### config.mk
export PLATFORM = sky130hd
export DESIGN_NAME = ubjson_token_scanner_core_flat
export DESIGN_NICKNAME = d
export VERILOG_FILES = /design/src/sv/ubjs_pkg.sv /design/src/sv/ubjs_if.sv /design/src/sv/ubjs_step.sv /design/src/sv/ubjs_out_stage.sv /design/src/sv/ubjson_token_scanner_core.sv /design/src/flat_wrapper.sv
export SDC_FILE = /design/constraint.sdc
export NUM_CORES = 1
export LEC_CHECK = 0
export BUFFER_PORTS_ARGS = -buffer_cell sky130_fd_sc_hd__buf_2
export CELL_PAD_IN_SITES_DETAIL_PLACEMENT = 0
export CELL_PAD_IN_SITES_GLOBAL_PLACEMENT = 2
export CORE_MARGIN = 1
export CORE_UTILIZATION = 35
export CTS_CLUSTER_SIZE = 28
export DETAILED_ROUTE_END_ITERATION = 16
export PLACE_DENSITY_LB_ADDON = 0.1
export SYNTH_ARGS = -nofsm -noshare
export SYNTH_HDL_FRONTEND = slang
export SYNTH_SLANG_ARGS = --single-unit
### constraint.sdc
create_clock -name clk -period 5.63 [get_ports clk]
set_clock_uncertainty 0.2 [all_clocks]
set_input_delay 0.2815 -clock clk [delete_from_list [all_inputs] [get_ports clk]]
set_output_delay 0.2815 -clock clk [all_outputs]
set_load 0.05 [all_outputs]
### src/sv/ubjs_pkg.sv
// Package for the UBJSON token scanner: token kinds, parse phases, marker bytes,
// scanner state and token structs, and marker decode functions. No dependencies.
`default_nettype none

package ubjs_pkg;

    localparam int unsigned KIND_W   = 5;
    localparam int unsigned VALUE_W  = 64;
    localparam int unsigned REMAIN_W = 63;
    localparam int unsigned LEFT_W   = 4;

    typedef logic [2:0]          phase_t;
    typedef logic [KIND_W-1:0]   kind_t;
    typedef logic [7:0]          byte_t;
    typedef logic [LEFT_W-1:0]   left_t;

    // Parse phases
    localparam phase_t PH_MARKER  = 3'd0;
    localparam phase_t PH_NUMBER  = 3'd1;
    localparam phase_t PH_LENMARK = 3'd2;
    localparam phase_t PH_LENGTH  = 3'd3;
    localparam phase_t PH_PAYLOAD = 3'd4;

    // Token kinds
    localparam kind_t K_EOF       = 5'd0;
    localparam kind_t K_ERROR     = 5'd1;
    localparam kind_t K_NULL      = 5'd2;
    localparam kind_t K_TRUE      = 5'd3;
    localparam kind_t K_FALSE     = 5'd4;
    localparam kind_t K_INT8      = 5'd5;
    localparam kind_t K_INT16     = 5'd6;
    localparam kind_t K_INT32     = 5'd7;
    localparam kind_t K_INT64     = 5'd8;
    localparam kind_t K_F32       = 5'd9;
    localparam kind_t K_F64       = 5'd10;
    localparam kind_t K_STRHDR    = 5'd11;
    localparam kind_t K_STRBYTE   = 5'd12;
    localparam kind_t K_OBJ_BEGIN = 5'd13;
    localparam kind_t K_OBJ_END   = 5'd14;
    localparam kind_t K_ARR_BEGIN = 5'd15;
    localparam kind_t K_ARR_END   = 5'd16;

    // Marker bytes (ASCII)
    localparam byte_t MK_NULL      = 8'h5A; // 'Z'
    localparam byte_t MK_TRUE      = 8'h54; // 'T'
    localparam byte_t MK_FALSE     = 8'h46; // 'F'
    localparam byte_t MK_NOOP      = 8'h4E; // 'N'
    localparam byte_t MK_INT8      = 8'h42; // 'B'
    localparam byte_t MK_INT16     = 8'h69; // 'i'
    localparam byte_t MK_INT32     = 8'h49; // 'I'
    localparam byte_t MK_INT64     = 8'h4C; // 'L'
    localparam byte_t MK_F32       = 8'h64; // 'd'
    localparam byte_t MK_F64       = 8'h44; // 'D'
    localparam byte_t MK_STRING    = 8'h73; // 's'
    localparam byte_t MK_OBJ_BEGIN = 8'h7B; // '{'
    localparam byte_t MK_OBJ_END   = 8'h7D; // '}'
    localparam byte_t MK_ARR_BEGIN = 8'h5B; // '['
    localparam byte_t MK_ARR_END   = 8'h5D; // ']'

    typedef struct packed {
        phase_t                phase;
        kind_t                 pending_kind;
        left_t                 bytes_left;
        logic [VALUE_W-1:0]    assembly;
        logic [REMAIN_W-1:0]   payload_remaining;
        logic                  error_sticky;
    } scan_state_t;

    typedef struct packed {
        kind_t                 kind;
        logic [VALUE_W-1:0]    value;
        logic                  last;
    } token_t;

    // Byte count of a numeric kind, zero for anything else
    function automatic left_t size_of_kind(input kind_t kind);
        left_t n;
        case (kind)
            K_INT8:  n = 4'd1;
            K_INT16: n = 4'd2;
            K_INT32: n = 4'd4;
            K_INT64: n = 4'd8;
            K_F32:   n = 4'd4;
            K_F64:   n = 4'd8;
            default: n = 4'd0;
        endcase
        return n;
    endfunction

    // Integer kind of an integer marker, K_EOF when the byte is not one
    function automatic kind_t int_kind_of(input byte_t b);
        kind_t k;
        case (b)
            MK_INT8:  k = K_INT8;
            MK_INT16: k = K_INT16;
            MK_INT32: k = K_INT32;
            MK_INT64: k = K_INT64;
            default:  k = K_EOF;
        endcase
        return k;
    endfunction

endpackage

`default_nettype wire

### src/sv/ubjs_if.sv
// Valid/ready channel interfaces for the UBJSON token scanner:
// byte input channel and token output channel. Depends on ubjs_pkg.
`default_nettype none

interface ubjs_byte_if
    import ubjs_pkg::*;
();
    logic  valid;
    logic  ready;
    byte_t data_byte;
    logic  is_end;

    modport source (output valid, output data_byte, output is_end, input ready);
    modport sink   (input valid, input data_byte, input is_end, output ready);
endinterface

interface ubjs_tok_if
    import ubjs_pkg::*;
();
    logic               valid;
    logic               ready;
    kind_t              token_kind;
    logic [VALUE_W-1:0] token_value;
    logic               last_of_string;

    modport source (output valid, output token_kind, output token_value,
                    output last_of_string, input ready);
    modport sink   (input valid, input token_kind, input token_value,
                    input last_of_string, output ready);
endinterface

`default_nettype wire

### src/sv/ubjs_step.sv
// Single-item decode step of the UBJSON token scanner: next scanner state and
// the optional token for one byte or end item. Depends on ubjs_pkg.
`default_nettype none

module ubjs_step
    import ubjs_pkg::*;
(
    input  scan_state_t st,
    input  byte_t       data_byte,
    input  logic        is_end,
    output scan_state_t st_next,
    output logic        emit,
    output token_t      tok
);

    logic [VALUE_W-1:0]  assembled;
    left_t               left_dec;
    logic [REMAIN_W-1:0] remain_dec;
    kind_t               ikind;
    logic                len_negative;

    assign assembled  = {st.assembly[VALUE_W-9:0], data_byte};
    assign left_dec   = (st.bytes_left != '0) ? st.bytes_left - left_t'(1) : st.bytes_left;
    assign remain_dec = (st.payload_remaining != '0)
                        ? st.payload_remaining - REMAIN_W'(1) : st.payload_remaining;
    assign ikind      = int_kind_of(data_byte);

    // Sign bit of the length at its own width
    always_comb begin
        case (st.pending_kind)
            K_INT8:  len_negative = assembled[7];
            K_INT16: len_negative = assembled[15];
            K_INT32: len_negative = assembled[31];
            K_INT64: len_negative = assembled[63];
            default: len_negative = 1'b1;
        endcase
    end

    always_comb begin
        st_next   = st;
        emit      = 1'b0;
        tok.kind  = K_EOF;
        tok.value = '0;
        tok.last  = 1'b0;

        if (st.error_sticky) begin
            emit     = 1'b1;
            tok.kind = K_ERROR;
        end else if (is_end) begin
            st_next.phase             = PH_MARKER;
            st_next.pending_kind      = K_EOF;
            st_next.bytes_left        = '0;
            st_next.assembly          = '0;
            st_next.payload_remaining = '0;
            emit                      = 1'b1;
            tok.kind                  = K_EOF;
        end else begin
            unique case (st.phase)
                PH_NUMBER: begin
                    st_next.assembly   = assembled;
                    st_next.bytes_left = left_dec;
                    if (left_dec == '0) begin
                        st_next.phase = PH_MARKER;
                        emit          = 1'b1;
                        tok.kind      = st.pending_kind;
                        tok.value     = assembled;
                    end
                end
                PH_LENMARK: begin
                    if (ikind == K_EOF) begin
                        st_next.error_sticky = 1'b1;
                        st_next.phase        = PH_MARKER;
                        st_next.bytes_left   = '0;
                        emit                 = 1'b1;
                        tok.kind             = K_ERROR;
                    end else begin
                        st_next.pending_kind = ikind;
                        st_next.bytes_left   = size_of_kind(ikind);
                        st_next.assembly     = '0;
                        st_next.phase        = PH_LENGTH;
                    end
                end
                PH_LENGTH: begin
                    st_next.assembly   = assembled;
                    st_next.bytes_left = left_dec;
                    if (left_dec == '0) begin
                        emit = 1'b1;
                        if (len_negative) begin
                            st_next.error_sticky = 1'b1;
                            st_next.phase        = PH_MARKER;
                            st_next.bytes_left   = '0;
                            tok.kind             = K_ERROR;
                        end else if (assembled == '0) begin
                            // empty string: header closes it
                            st_next.phase = PH_MARKER;
                            tok.kind      = K_STRHDR;
                            tok.last      = 1'b1;
                        end else begin
                            st_next.payload_remaining = assembled[REMAIN_W-1:0];
                            st_next.phase             = PH_PAYLOAD;
                            tok.kind                  = K_STRHDR;
                            tok.value                 = {1'b0, assembled[REMAIN_W-1:0]};
                        end
                    end
                end
                PH_PAYLOAD: begin
                    st_next.payload_remaining = remain_dec;
                    emit                      = 1'b1;
                    tok.kind                  = K_STRBYTE;
                    tok.value                 = {{(VALUE_W-8){1'b0}}, data_byte};
                    if (remain_dec == '0) begin
                        st_next.phase = PH_MARKER;
                        tok.last      = 1'b1;
                    end
                end
                default: begin
                    // expecting marker; unused phase codes land here too
                    st_next.phase = PH_MARKER;
                    unique case (data_byte)
                        MK_NULL:      begin emit = 1'b1; tok.kind = K_NULL;      end
                        MK_TRUE:      begin emit = 1'b1; tok.kind = K_TRUE;      end
                        MK_FALSE:     begin emit = 1'b1; tok.kind = K_FALSE;     end
                        MK_NOOP:      emit = 1'b0;
                        MK_OBJ_BEGIN: begin emit = 1'b1; tok.kind = K_OBJ_BEGIN; end
                        MK_OBJ_END:   begin emit = 1'b1; tok.kind = K_OBJ_END;   end
                        MK_ARR_BEGIN: begin emit = 1'b1; tok.kind = K_ARR_BEGIN; end
                        MK_ARR_END:   begin emit = 1'b1; tok.kind = K_ARR_END;   end
                        MK_F32: begin
                            st_next.pending_kind = K_F32;
                            st_next.bytes_left   = size_of_kind(K_F32);
                            st_next.assembly     = '0;
                            st_next.phase        = PH_NUMBER;
                        end
                        MK_F64: begin
                            st_next.pending_kind = K_F64;
                            st_next.bytes_left   = size_of_kind(K_F64);
                            st_next.assembly     = '0;
                            st_next.phase        = PH_NUMBER;
                        end
                        MK_STRING: st_next.phase = PH_LENMARK;
                        default: begin
                            if (ikind == K_EOF) begin
                                st_next.error_sticky = 1'b1;
                                st_next.bytes_left   = '0;
                                emit                 = 1'b1;
                                tok.kind             = K_ERROR;
                            end else begin
                                st_next.pending_kind = ikind;
                                st_next.bytes_left   = size_of_kind(ikind);
                                st_next.assembly     = '0;
                                st_next.phase        = PH_NUMBER;
                            end
                        end
                    endcase
                end
            endcase
        end
    end

endmodule

`default_nettype wire

### src/sv/ubjs_out_stage.sv
// Token result register of the UBJSON token scanner, driving the output
// channel. Depends on ubjs_pkg and ubjs_tok_if.
`default_nettype none

module ubjs_out_stage
    import ubjs_pkg::*;
(
    input  logic              clk,
    input  logic              rst_n,
    input  logic              load,
    input  token_t            tok,
    output logic              advance,
    ubjs_tok_if.source        token_out
);

    logic   valid_reg;
    token_t tok_reg;

    // Register may take a new token when empty or being drained
    assign advance = !valid_reg || token_out.ready;

    always_ff @(posedge clk or negedge rst_n) begin
        if (!rst_n) begin
            valid_reg <= 1'b0;
        end else if (advance) begin
            valid_reg <= load;
        end
    end

    always_ff @(posedge clk) begin
        if (advance && load) begin
            tok_reg <= tok;
        end
    end

    assign token_out.valid          = valid_reg;
    assign token_out.token_kind     = tok_reg.kind;
    assign token_out.token_value    = tok_reg.value;
    assign token_out.last_of_string = tok_reg.last;

endmodule

`default_nettype wire

### src/sv/ubjson_token_scanner_core.sv
// Top level of the UBJSON token scanner: input register, scanner state,
// decode step and token register. Depends on ubjs_pkg, ubjs_if, ubjs_step, ubjs_out_stage.
`default_nettype none

// Channel     Dir  Payload                                         Accepted when
// ---------   ---  ----------------------------------------------  --------------------
// byte_in     in   data_byte[7:0], is_end                          valid && ready
// token_out   out  token_kind[4:0], token_value[63:0], last_of_string  valid && ready
//
// Rate: one item per cycle sustained while token_out is not stalled; a byte is
//   taken into the input register, its token is then loaded into the token
//   register, and the token leaves from there when token_out is ready.
// Throughput is set by the single decode step between the input register and
//   the token register; the scanner state updates once per item.
// Reset: rst_n clears the phase, counters and sticky error at once; no sweep.
// Stalls: while token_out is stalled with a token held, the input register
//   still takes one item if empty, then byte_in drops ready.

module ubjson_token_scanner_core
    import ubjs_pkg::*;
(
    input  logic        clk,
    input  logic        rst_n,
    ubjs_byte_if.sink   byte_in,
    ubjs_tok_if.source  token_out
);

    // Input register
    logic        in_valid_reg;
    byte_t       in_byte_reg;
    logic        in_end_reg;

    // Scanner state
    scan_state_t state_reg;
    scan_state_t state_next;

    logic        advance;
    logic        fire;
    logic        emit;
    token_t      tok;

    // Hold the input item until the token register can take its result
    assign fire          = in_valid_reg && advance;
    assign byte_in.ready = !in_valid_reg || advance;

    always_ff @(posedge clk or negedge rst_n) begin
        if (!rst_n) begin
            in_valid_reg <= 1'b0;
        end else if (byte_in.ready) begin
            in_valid_reg <= byte_in.valid;
        end
    end

    always_ff @(posedge clk) begin
        if (byte_in.valid && byte_in.ready) begin
            in_byte_reg <= byte_in.data_byte;
            in_end_reg  <= byte_in.is_end;
        end
    end

    // Advance the scanner state once per processed item
    always_ff @(posedge clk or negedge rst_n) begin
        if (!rst_n) begin
            state_reg.phase             <= PH_MARKER;
            state_reg.pending_kind      <= K_EOF;
            state_reg.bytes_left        <= '0;
            state_reg.assembly          <= '0;
            state_reg.payload_remaining <= '0;
            state_reg.error_sticky      <= 1'b0;
        end else if (fire) begin
            state_reg <= state_next;
        end
    end

    ubjs_step u_step (
        .st        (state_reg),
        .data_byte (in_byte_reg),
        .is_end    (in_end_reg),
        .st_next   (state_next),
        .emit      (emit),
        .tok       (tok)
    );

    // Load the token register only for items that produce a token
    ubjs_out_stage u_out (
        .clk       (clk),
        .rst_n     (rst_n),
        .load      (fire && emit),
        .tok       (tok),
        .advance   (advance),
        .token_out (token_out)
    );

endmodule

`default_nettype wire

### src/flat_wrapper.sv
// flat-port wrapper written by rule: the top's interface ports become plain ports
module ubjson_token_scanner_core_flat import ubjs_pkg::*;
  (clk, rst_n, byte_in_valid, byte_in_data_byte, byte_in_is_end, byte_in_ready, token_out_valid, token_out_token_kind, token_out_token_value, token_out_last_of_string, token_out_ready);
  ubjs_byte_if byte_in_i ();
  ubjs_tok_if token_out_i ();
  input  logic clk;
  input  logic rst_n;
  input wire logic [$bits(byte_in_i.valid)-1:0] byte_in_valid;
  input wire logic [$bits(byte_in_i.data_byte)-1:0] byte_in_data_byte;
  input wire logic [$bits(byte_in_i.is_end)-1:0] byte_in_is_end;
  output wire logic [$bits(byte_in_i.ready)-1:0] byte_in_ready;
  output wire logic [$bits(token_out_i.valid)-1:0] token_out_valid;
  output wire logic [$bits(token_out_i.token_kind)-1:0] token_out_token_kind;
  output wire logic [$bits(token_out_i.token_value)-1:0] token_out_token_value;
  output wire logic [$bits(token_out_i.last_of_string)-1:0] token_out_last_of_string;
  input wire logic [$bits(token_out_i.ready)-1:0] token_out_ready;
  assign byte_in_i.valid = byte_in_valid;
  assign byte_in_i.data_byte = byte_in_data_byte;
  assign byte_in_i.is_end = byte_in_is_end;
  assign byte_in_ready = byte_in_i.ready;
  assign token_out_valid = token_out_i.valid;
  assign token_out_token_kind = token_out_i.token_kind;
  assign token_out_token_value = token_out_i.token_value;
  assign token_out_last_of_string = token_out_i.last_of_string;
  assign token_out_i.ready = token_out_ready;
  ubjson_token_scanner_core u_core (.clk(clk), .rst_n(rst_n), .byte_in(byte_in_i), .token_out(token_out_i));
endmodule
==> results of run 1 <==
cell usage in the layout, fill, tap and decap left out, drive strengths merged, types with 4 or more instances in the layout:
cell,synthesis,routed
a211oi,7,7
a21o,6,6
a21oi,82,82
a22o,61,61
a22oi,21,21
a31oi,20,20
a32oi,5,5
and2,65,65
and3,9,9
and4,5,5
buf,15,111
bufinv,0,4
clkbuf,63,36
clkinv,0,6
dfrtp,133,133
dlygate4sd3,0,13
edfxtp,79,79
inv,18,18
nand2,70,70
nand2b,9,9
nand3,30,30
nand3b,5,5
nand4,23,23
nor2,125,125
nor2b,9,9
nor3,44,44
nor4,45,45
o21ai,93,93
o22a,7,7
o22ai,9,9
o311ai,5,5
o31a,4,4
o31ai,14,14
or2,8,8
or3,14,14
or3b,4,4
or4,15,15
xnor2,17,17
xor2,6,6
final timing paths:
| kind | endpoint | slack [ns] | cells after the start |
|---|---|---|---|
| setup / recovery | u_core.state_reg[139]$_DFFE_PN0P_ | 0.96 | 10 |
| hold / removal | u_core.state_reg[116]$_DFFE_PN0P_ | 0.20 | 2 |
| setup reg to reg | u_core.state_reg[139]$_DFFE_PN0P_ | 0.96 | 10 |
| hold reg to reg | u_core.state_reg[61]$_DFFE_PN0P_ | 0.31 | 2 |
| max in group asynchronous | u_core.state_reg[79]$_DFFE_PN0P_ | 3.82 | 3 |
| min in group clk | u_core.in_byte_reg[2]$_DFFE_PP_ | 0.25 | 2 |
layer usage:
metal	part of all wire [%]	vias up	routed length, µm
met3	4.0	67	1737
met4	2.8	0	1207
met2	48	315	20840
li1	-	4669	-
met5	0	-	0
met1	45	5038	19420
stage by stage:
stage | worst slack (ns) | hold WS, ns | utilization, %
global placement | 0.6653 | 0.2463 | 38.62
CTS | 1.052 | 0.2152 | 41.90
global route | 0.7162 | 0.2321 | 41.90
detailed placement | 1.067 | 0.2366 | 38.63
finish | 0.9631 | 0.2002 | 41.91
floorplan | 1.456 | -0.2141 | -
layout make-up:
type	count	area, µm²
fill	3161	18470
clock buffer	36	729.5
inverter	18	67.56
timing repair buffer	124	768.2
multi-input combinational	884	5335
sequential	212	5700
clock inverter	12	178.9
antenna	1	2.502
tap	435	544.3
report_power, final:
group	total [mW]	internal, mW	switching (mW)
clock	1.79	1.09	0.693
sequential	1.82	1.70	0.119
combinational	0.827	0.234	0.593
worst reg2reg max path, cell delays in order, from the launching register on:
cell	delay, ns
dfrtp_1	0.46
inv_1	0.13
ha_1	0.33
nor3b_2	0.75
nand3_1	0.43
a2111oi_0	0.89
xnor2_1	0.24
o2111ai_1	0.14
nor4_1	0.31
nand4_1	0.27
a221o_1	0.39
kinds of logic after synthesis:
family                     synth area share [%]
adders and majority gates                0.3299
xor gates and xnor gates                  1.770
buffers and inverters                     3.441
muxes                                    0.1759
and+or+nand+nor                           22.74
DFF                                       50.09
AOI/OAI and AO/OA                         21.45
==> results by group, run 1 <==
Synthesis
  • EDFF count, synth: about 80
  • Synthesized area per cell: 9.547 µm²
  • Distinct cell type count after synthesis: 70
  • Most used standard cell by instance count after synthesis: dfrtp_1
  • Yosys warns: 0
  • Post-Syn Instances: 1192
  • Synthesized area: 11380 µm²
  • Async SR Flop Fraction: 62.74%
  • Leading cell types by total area after synthesis: dfrtp_1, edfxtp_1, a22o_1
  • Yosys top cell area share: 29.25%
  • Flops & latches, synth: 212
  • Post-synth top flop: dfrtp_1
  • Mapped Nets: 1208
  • Post-synthesis sequential area ratio: 50.09%
  • Top cells by count, synth: dfrtp_1, nor2_1, o21ai_0, a21oi_1, edfxtp_1
  • Synth area leader: dfrtp_1

GRT
  • First-pass GRT wire length: 65470 µm
  • GRT busiest layer: met2
  • Grt ovf: 0
  • Met3 global-route usage: 2.455%
  • Initial antenna violation count: 0
  • Met2 Track Usage GR: 43.95%
  • M1 GR Usage: between 30% and 40%
  • Total Routing Usage GR: a little over a quarter
  • Number of global-route vias before repair: 9888
  • Pin count of the biggest net entering global routing: about 90

Clock tree
  • Hold-fix buffers, CTS: 13
  • Clock Path Buffers: 3
  • TritonCTS Sinks: 212
  • CTS resizes: 0
  • CTS buffer count: 26
  • Max H-tree Level: 1
  • Root buf cell: clkbuf_16
  • Post-CTS Setup Bufs: 0
  • Skew-Pair Late Insertion Delay: 0.55 ns
  • TritonCTS clock tree: done
  • Worst-path clk slew: 0.06 ns

Worst setup path
  • Largest stage delay, worst path: between 0.8 and 0.9 ns
  • Crit Path Class: flop to flop
  • Crit-path cells: inv_1 > ha_1 > nor3b_2 > nand3_1 > a2111oi_0 > xnor2_1 > o2111ai_1 > nor4_1 > nand4_1 > a221o_1
  • CP endpoint kind: flop
  • CP max FO: 8
  • Critical Path RT: around 5.9 ns
  • Crit path max-delay family: simple AND/OR/NAND/NOR gates
  • Worst Setup SP: u_core.state_reg[1]$_DFFE_PN0P_
  • Worst path bufs/invs: 1
  • Slowest cell on the critical path: a2111oi_0
  • Worst endpoint data arrival time: 4.90 ns
  • Worst R2R Start: u_core.state_reg[1]$_DFFE_PN0P_
  • Critical path startpoint category: flop

Route
  • Post-route ant nets: 0
  • Drt total wl: 43210 µm
  • DR DRC count: 0
  • Pre-Repair DR Iteration Count: 5
  • Vias per inst: 5.859
  • Vias: 10089
  • Average wire per standard cell: around 25 µm
  • DRT iter0 DRCs: about 860

STA
  • Period utilization: a little over 80%
  • Fin crit period: approximately 4.7 ns
  • Slew headroom: 39.22%
  • Slew Viols, Final: 0
  • Setup TNS: 0 ns
  • Tightest Pin Transition: 0.8888 ns
  • Final hold violations: 0
  • Final Setup Violations: 0
  • Max Freq: 0.2143 GHz
  • RSZ-0062 raised after global routing: no

Finish
  • Layout cells sized above 1: a little over an eighth
  • Non-filler cells, final: approximately 1700
  • Nets: 1282
  • Post-route cell area: between 10000 and 15000 µm²
  • Max FFs per register: between 100 and 150
  • Area grow syn2layout: 17.11%

Flow run
  • Max-cap violations: 0

Place
  • Placer congestion estimate: ~0.91
  • Placed cell count: around 1700
  • IO Port Bufs: 84
  • Placed instance area: 12290 µm²
  • HPWL after DPL: roughly 31000 µm

Floorplanning
  • Row count: 65
  • DIE WIDTH: around 180 µm
  • I/O pin total: 85
  • Initial core utilization: 35.79%
  • Core Region: around 32000 µm²
  • Die area: 33240 µm²
  • Die height: 182.3 µm

Pwr
  • Worst VDD drop: 0.0002217 V
  • P per Cell Area: 332.8 nW/µm²
  • PnR Total Power: 4.435 mW
  • Leak pwr: 5.413 nW

Hold path
  • Worst Hold Class: input pin to async pin

Outcome
  • Status: completed
Power figures use the tool's default switching activity.
==> run 2, diff against run 1 <==
--- a/config.mk
+++ b/config.mk
@@ -5,11 +5,12 @@
 export SDC_FILE = /design/constraint.sdc
 export NUM_CORES = 1
 export LEC_CHECK = 0
+export ABC_AREA = 1
 export BUFFER_PORTS_ARGS = -buffer_cell sky130_fd_sc_hd__buf_2
 export CELL_PAD_IN_SITES_DETAIL_PLACEMENT = 0
 export CELL_PAD_IN_SITES_GLOBAL_PLACEMENT = 2
 export CORE_MARGIN = 1
-export CORE_UTILIZATION = 35
+export CORE_UTILIZATION = 36
 export CTS_CLUSTER_SIZE = 28
 export DETAILED_ROUTE_END_ITERATION = 16
 export PLACE_DENSITY_LB_ADDON = 0.1
==> constraint.sdc (replaced) <==
create_clock -name clk -period 4.8 [get_ports clk]
set_clock_uncertainty 0.2 [all_clocks]
set_input_delay 0.24 -clock clk [delete_from_list [all_inputs] [get_ports clk]]
set_output_delay 0.24 -clock clk [all_outputs]
set_load 0.05 [all_outputs]
==> run 2 against run 1 <==
  * Maximum frequency grew 27%
  * Combinational power fell by 45%
  * Worst setup slack gained 0.16 ns
  * Final area up 11%
  * Sequential power is 9.9% higher
  * Cell count rose by 33%
  * Synthesized cell count increased by 47%
  * Die area up 11%
  * Critical path depth up 9
  * Sequential share of layout area fell by 4.3 points
  * Critical path type unchanged
==> results by group, run 2 <==
Outcome
  • Status: completed

Clock tree
  • Clock Path Buffers: 3
  • Worst-path clk slew: 0.07 ns
  • TritonCTS Sinks: 212
  • Max H-tree Level: 1
  • CTS buffer count: 26
  • Skew-Pair Late Insertion Delay: about 0.54 ns
  • Root buf cell: clkbuf_16
  • TritonCTS clock tree: done
  • Post-CTS Setup Bufs: 0
  • CTS resizes: 0

Flow run
  • Max-cap violations: 0

Synthesis
  • Async SR Flop Fraction: 62.74%
  • Yosys warns: 0
  • Leading cell types by total area after synthesis: dfrtp_1, edfxtp_1, nand2_1
  • Post-Syn Instances: 1754
  • EDFF count, synth: 79
  • Yosys top cell area share: 25.68%
  • Top cells by count, synth: nand2_1, nor2_1, nand3_1, inv_1, dfrtp_1
  • Synth area leader: dfrtp_1
  • Synthesized area: between 10000 and 15000 µm²
  • Mapped Nets: ~1800
  • Distinct cell type count after synthesis: 43
  • Flops & latches, synth: 212
  • Post-synth top flop: dfrtp_1
  • Post-synthesis sequential area ratio: between 40% and 50%
  • Synthesized area per cell: between 7 and 8 µm²
  • Most used standard cell by instance count after synthesis: nand2_1

GRT
  • First-pass GRT wire length: 76380 µm
  • Number of global-route vias before repair: 11970
  • Pin count of the biggest net entering global routing: 68
  • Initial antenna violation count: 0
  • Total Routing Usage GR: 27.78%
  • Grt ovf: 0

STA
  • Period utilization: between 70% and 80%
  • Slew headroom: 24.84%
  • Final hold violations: 0
  • Final Setup Violations: 0
  • Slew Viols, Final: 0
  • RSZ-0062 raised after global routing: no
  • Tightest Pin Transition: about 1.1 ns
  • Fin crit period: about 3.7 ns
  • Max Freq: approximately 0.27 GHz
  • Setup TNS: 0 ns

Floorplanning
  • Core Region: 35480 µm²
  • Initial core utilization: 36.53%
  • DIE WIDTH: 191.7 µm
  • Die area: 36770 µm²
  • Row count: 69
  • Die height: 191.7 µm
  • I/O pin total: 85

Finish
  • Post-layout util: 41.78%
  • Layout cells sized above 1: 11.18%
  • ANT cells: 0
  • Area grow syn2layout: 14.38%
  • Post-route cell area: 14830 µm²
  • Nets: 1829
  • Most common cell after layout, fill and taps aside: nand2_1
  • Commonest cells after routing, fill and taps aside: nand2_1, nor2_1, inv_1, nand3_1, dfrtp_1
  • Max FFs per register: 131

Worst setup path
  • Critical Path RT: 5.03 ns
  • Critical path startpoint category: flop
  • Crit-path cells: inv_1 > ha_1 > nand2_4 > nor2_1 > nand2_1 > inv_1 > nand2_1 > nand2_1 > nand2_1 > nand2_1 > nand2_1 > nor2_1 > nand2_1 > nor2_2 > nand3_2 > nand2_4 > nand2_4 > nand2_1 > nand2_1
  • Cell repeated most along the worst path: nand2_1
  • CP max FO: 7
  • CP endpoint kind: flop
  • R2R setup slack: 1.12 ns
  • Slowest cell on the critical path: nor2_1
  • Crit Path Class: flop to flop
  • Crit path max-delay family: simple AND/OR/NAND/NOR gates
  • Worst path bufs/invs: 2
  • Largest stage delay, worst path: 0.57 ns
  • Worst endpoint data arrival time: 3.91 ns

Route
  • Pre-Repair DR Iteration Count: 5
  • Average wire per standard cell: 22.12 µm
  • DR DRC count: 0
  • Post-route ant nets: 0
  • Vias per inst: between 5 and 6
  • Vias: 12627
  • DRT iter0 DRCs: 1080
  • Drt total wl: a little over 50000 µm

Pwr
  • PnR Total Power: 4.547 mW
  • Switching Fraction: 27.70%
  • Internal: 3.288 mW
  • Logic pwr share: about 10%
  • Leak pwr: 6.407 nW
  • Worst VDD drop: between 0.0002 and 0.0003 V
  • Register share of total power: 44.0%
  • Clock network power share: 46.0%
  • Psw: 1.259 mW
  • P per Cell Area: roughly 310 nW/µm²

Hold path
  • Worst Hold Class: input pin to async pin

Place
  • HPWL after DPL: between 30000 and 40000 µm
  • Placer congestion estimate: 0.9039
  • IO Port Bufs: 84
  • Placed instance area: 13790 µm²
## run 2: worst register-to-register path: cells and delay by family (launching register included)
family	cells	cell delay [ns]
AND/OR/NAND/NOR	16	2.14
buffers and inverters	2	0.38
flip-flops	1	0.38
adder cells (fa/ha/maj)	1	0.44
## run 2: power groups by stage
stage / clock network, mW / registers, mW / logic [mW]
detailed placement: 0 / 2.03 / 0.450
global route: 2.20 / 2.01 / 0.479
finish: 2.09 / 2.00 / 0.455
CTS: 2.13 / 2.00 / 0.461
global placement: 0 / 2.04 / 0.450
floorplan: 0 / 2.26 / 0.0845
## run 2: logic make-up after synthesis
logic type | synth area share [%]
DFF | 43.98
and+or+nand+nor | 32.57
xor gates and xnor gates | 1.284
adders and majority gates | 0.2896
AOI/OAI and AO/OA | 13.32
buffers and inverters | 8.553
## run 2: layout make-up
type	instances	area (µm²)
tap	461	576.8
timing repair buffer	121	789.5
sequential	212	5700
clock buffer	29	683.2
multi-input combinational	1266	6170
inverter	186	698.2
clock inverter	19	207.7
fill	3690	20660
## run 2: through the flow
step	cells	hold WS [ns]	setup WS [ns]
after floorplan	1754	-0.2556	0.7550
after global placement	2232	0.08018	1.126
after detailed placement	2232	0.08106	1.161
after CTS	2294	0.07180	1.143
after global routing	2294	0.1107	0.8817
final	2294	0.06042	1.122
## run 2: worst paths after layout
kind	from	endpoint	cells past startpoint
min reg2reg	u_core.state_reg[138]$_DFFE_PN0P_	u_core.state_reg[138]$_DFFE_PN0P_	2
max in group asynchronous	rst_n	u_core.state_reg[66]$_DFFE_PN0P_	3
min in group clk	byte_in_data_byte[2]	u_core.in_byte_reg[2]$_DFFE_PP_	2
max reg2reg	u_core.state_reg[1]$_DFFE_PN0P_	u_core.state_reg[139]$_DFFE_PN0P_	19
min	rst_n	u_core.state_reg[55]$_DFFE_PN0P_	2
max	u_core.state_reg[1]$_DFFE_PN0P_	u_core.state_reg[139]$_DFFE_PN0P_	19
## run 2: repair_timing
item / CTS / global route
setup endpoints to repair: 0 / 0
hold buffers: 14 / 0
hold endpoints to repair: 65 / 0
## run 2: layer usage
layer / up-vias / track usage (%) / wire length (µm)
li1: 6047 / - / -
met1: 6093 / 42.30 / 24850
met2: 423 / 41.96 / 21900
met3: 64 / 2.485 / 2747
met4: 0 / 6.868 / 1249
met5: - / 0 / 0
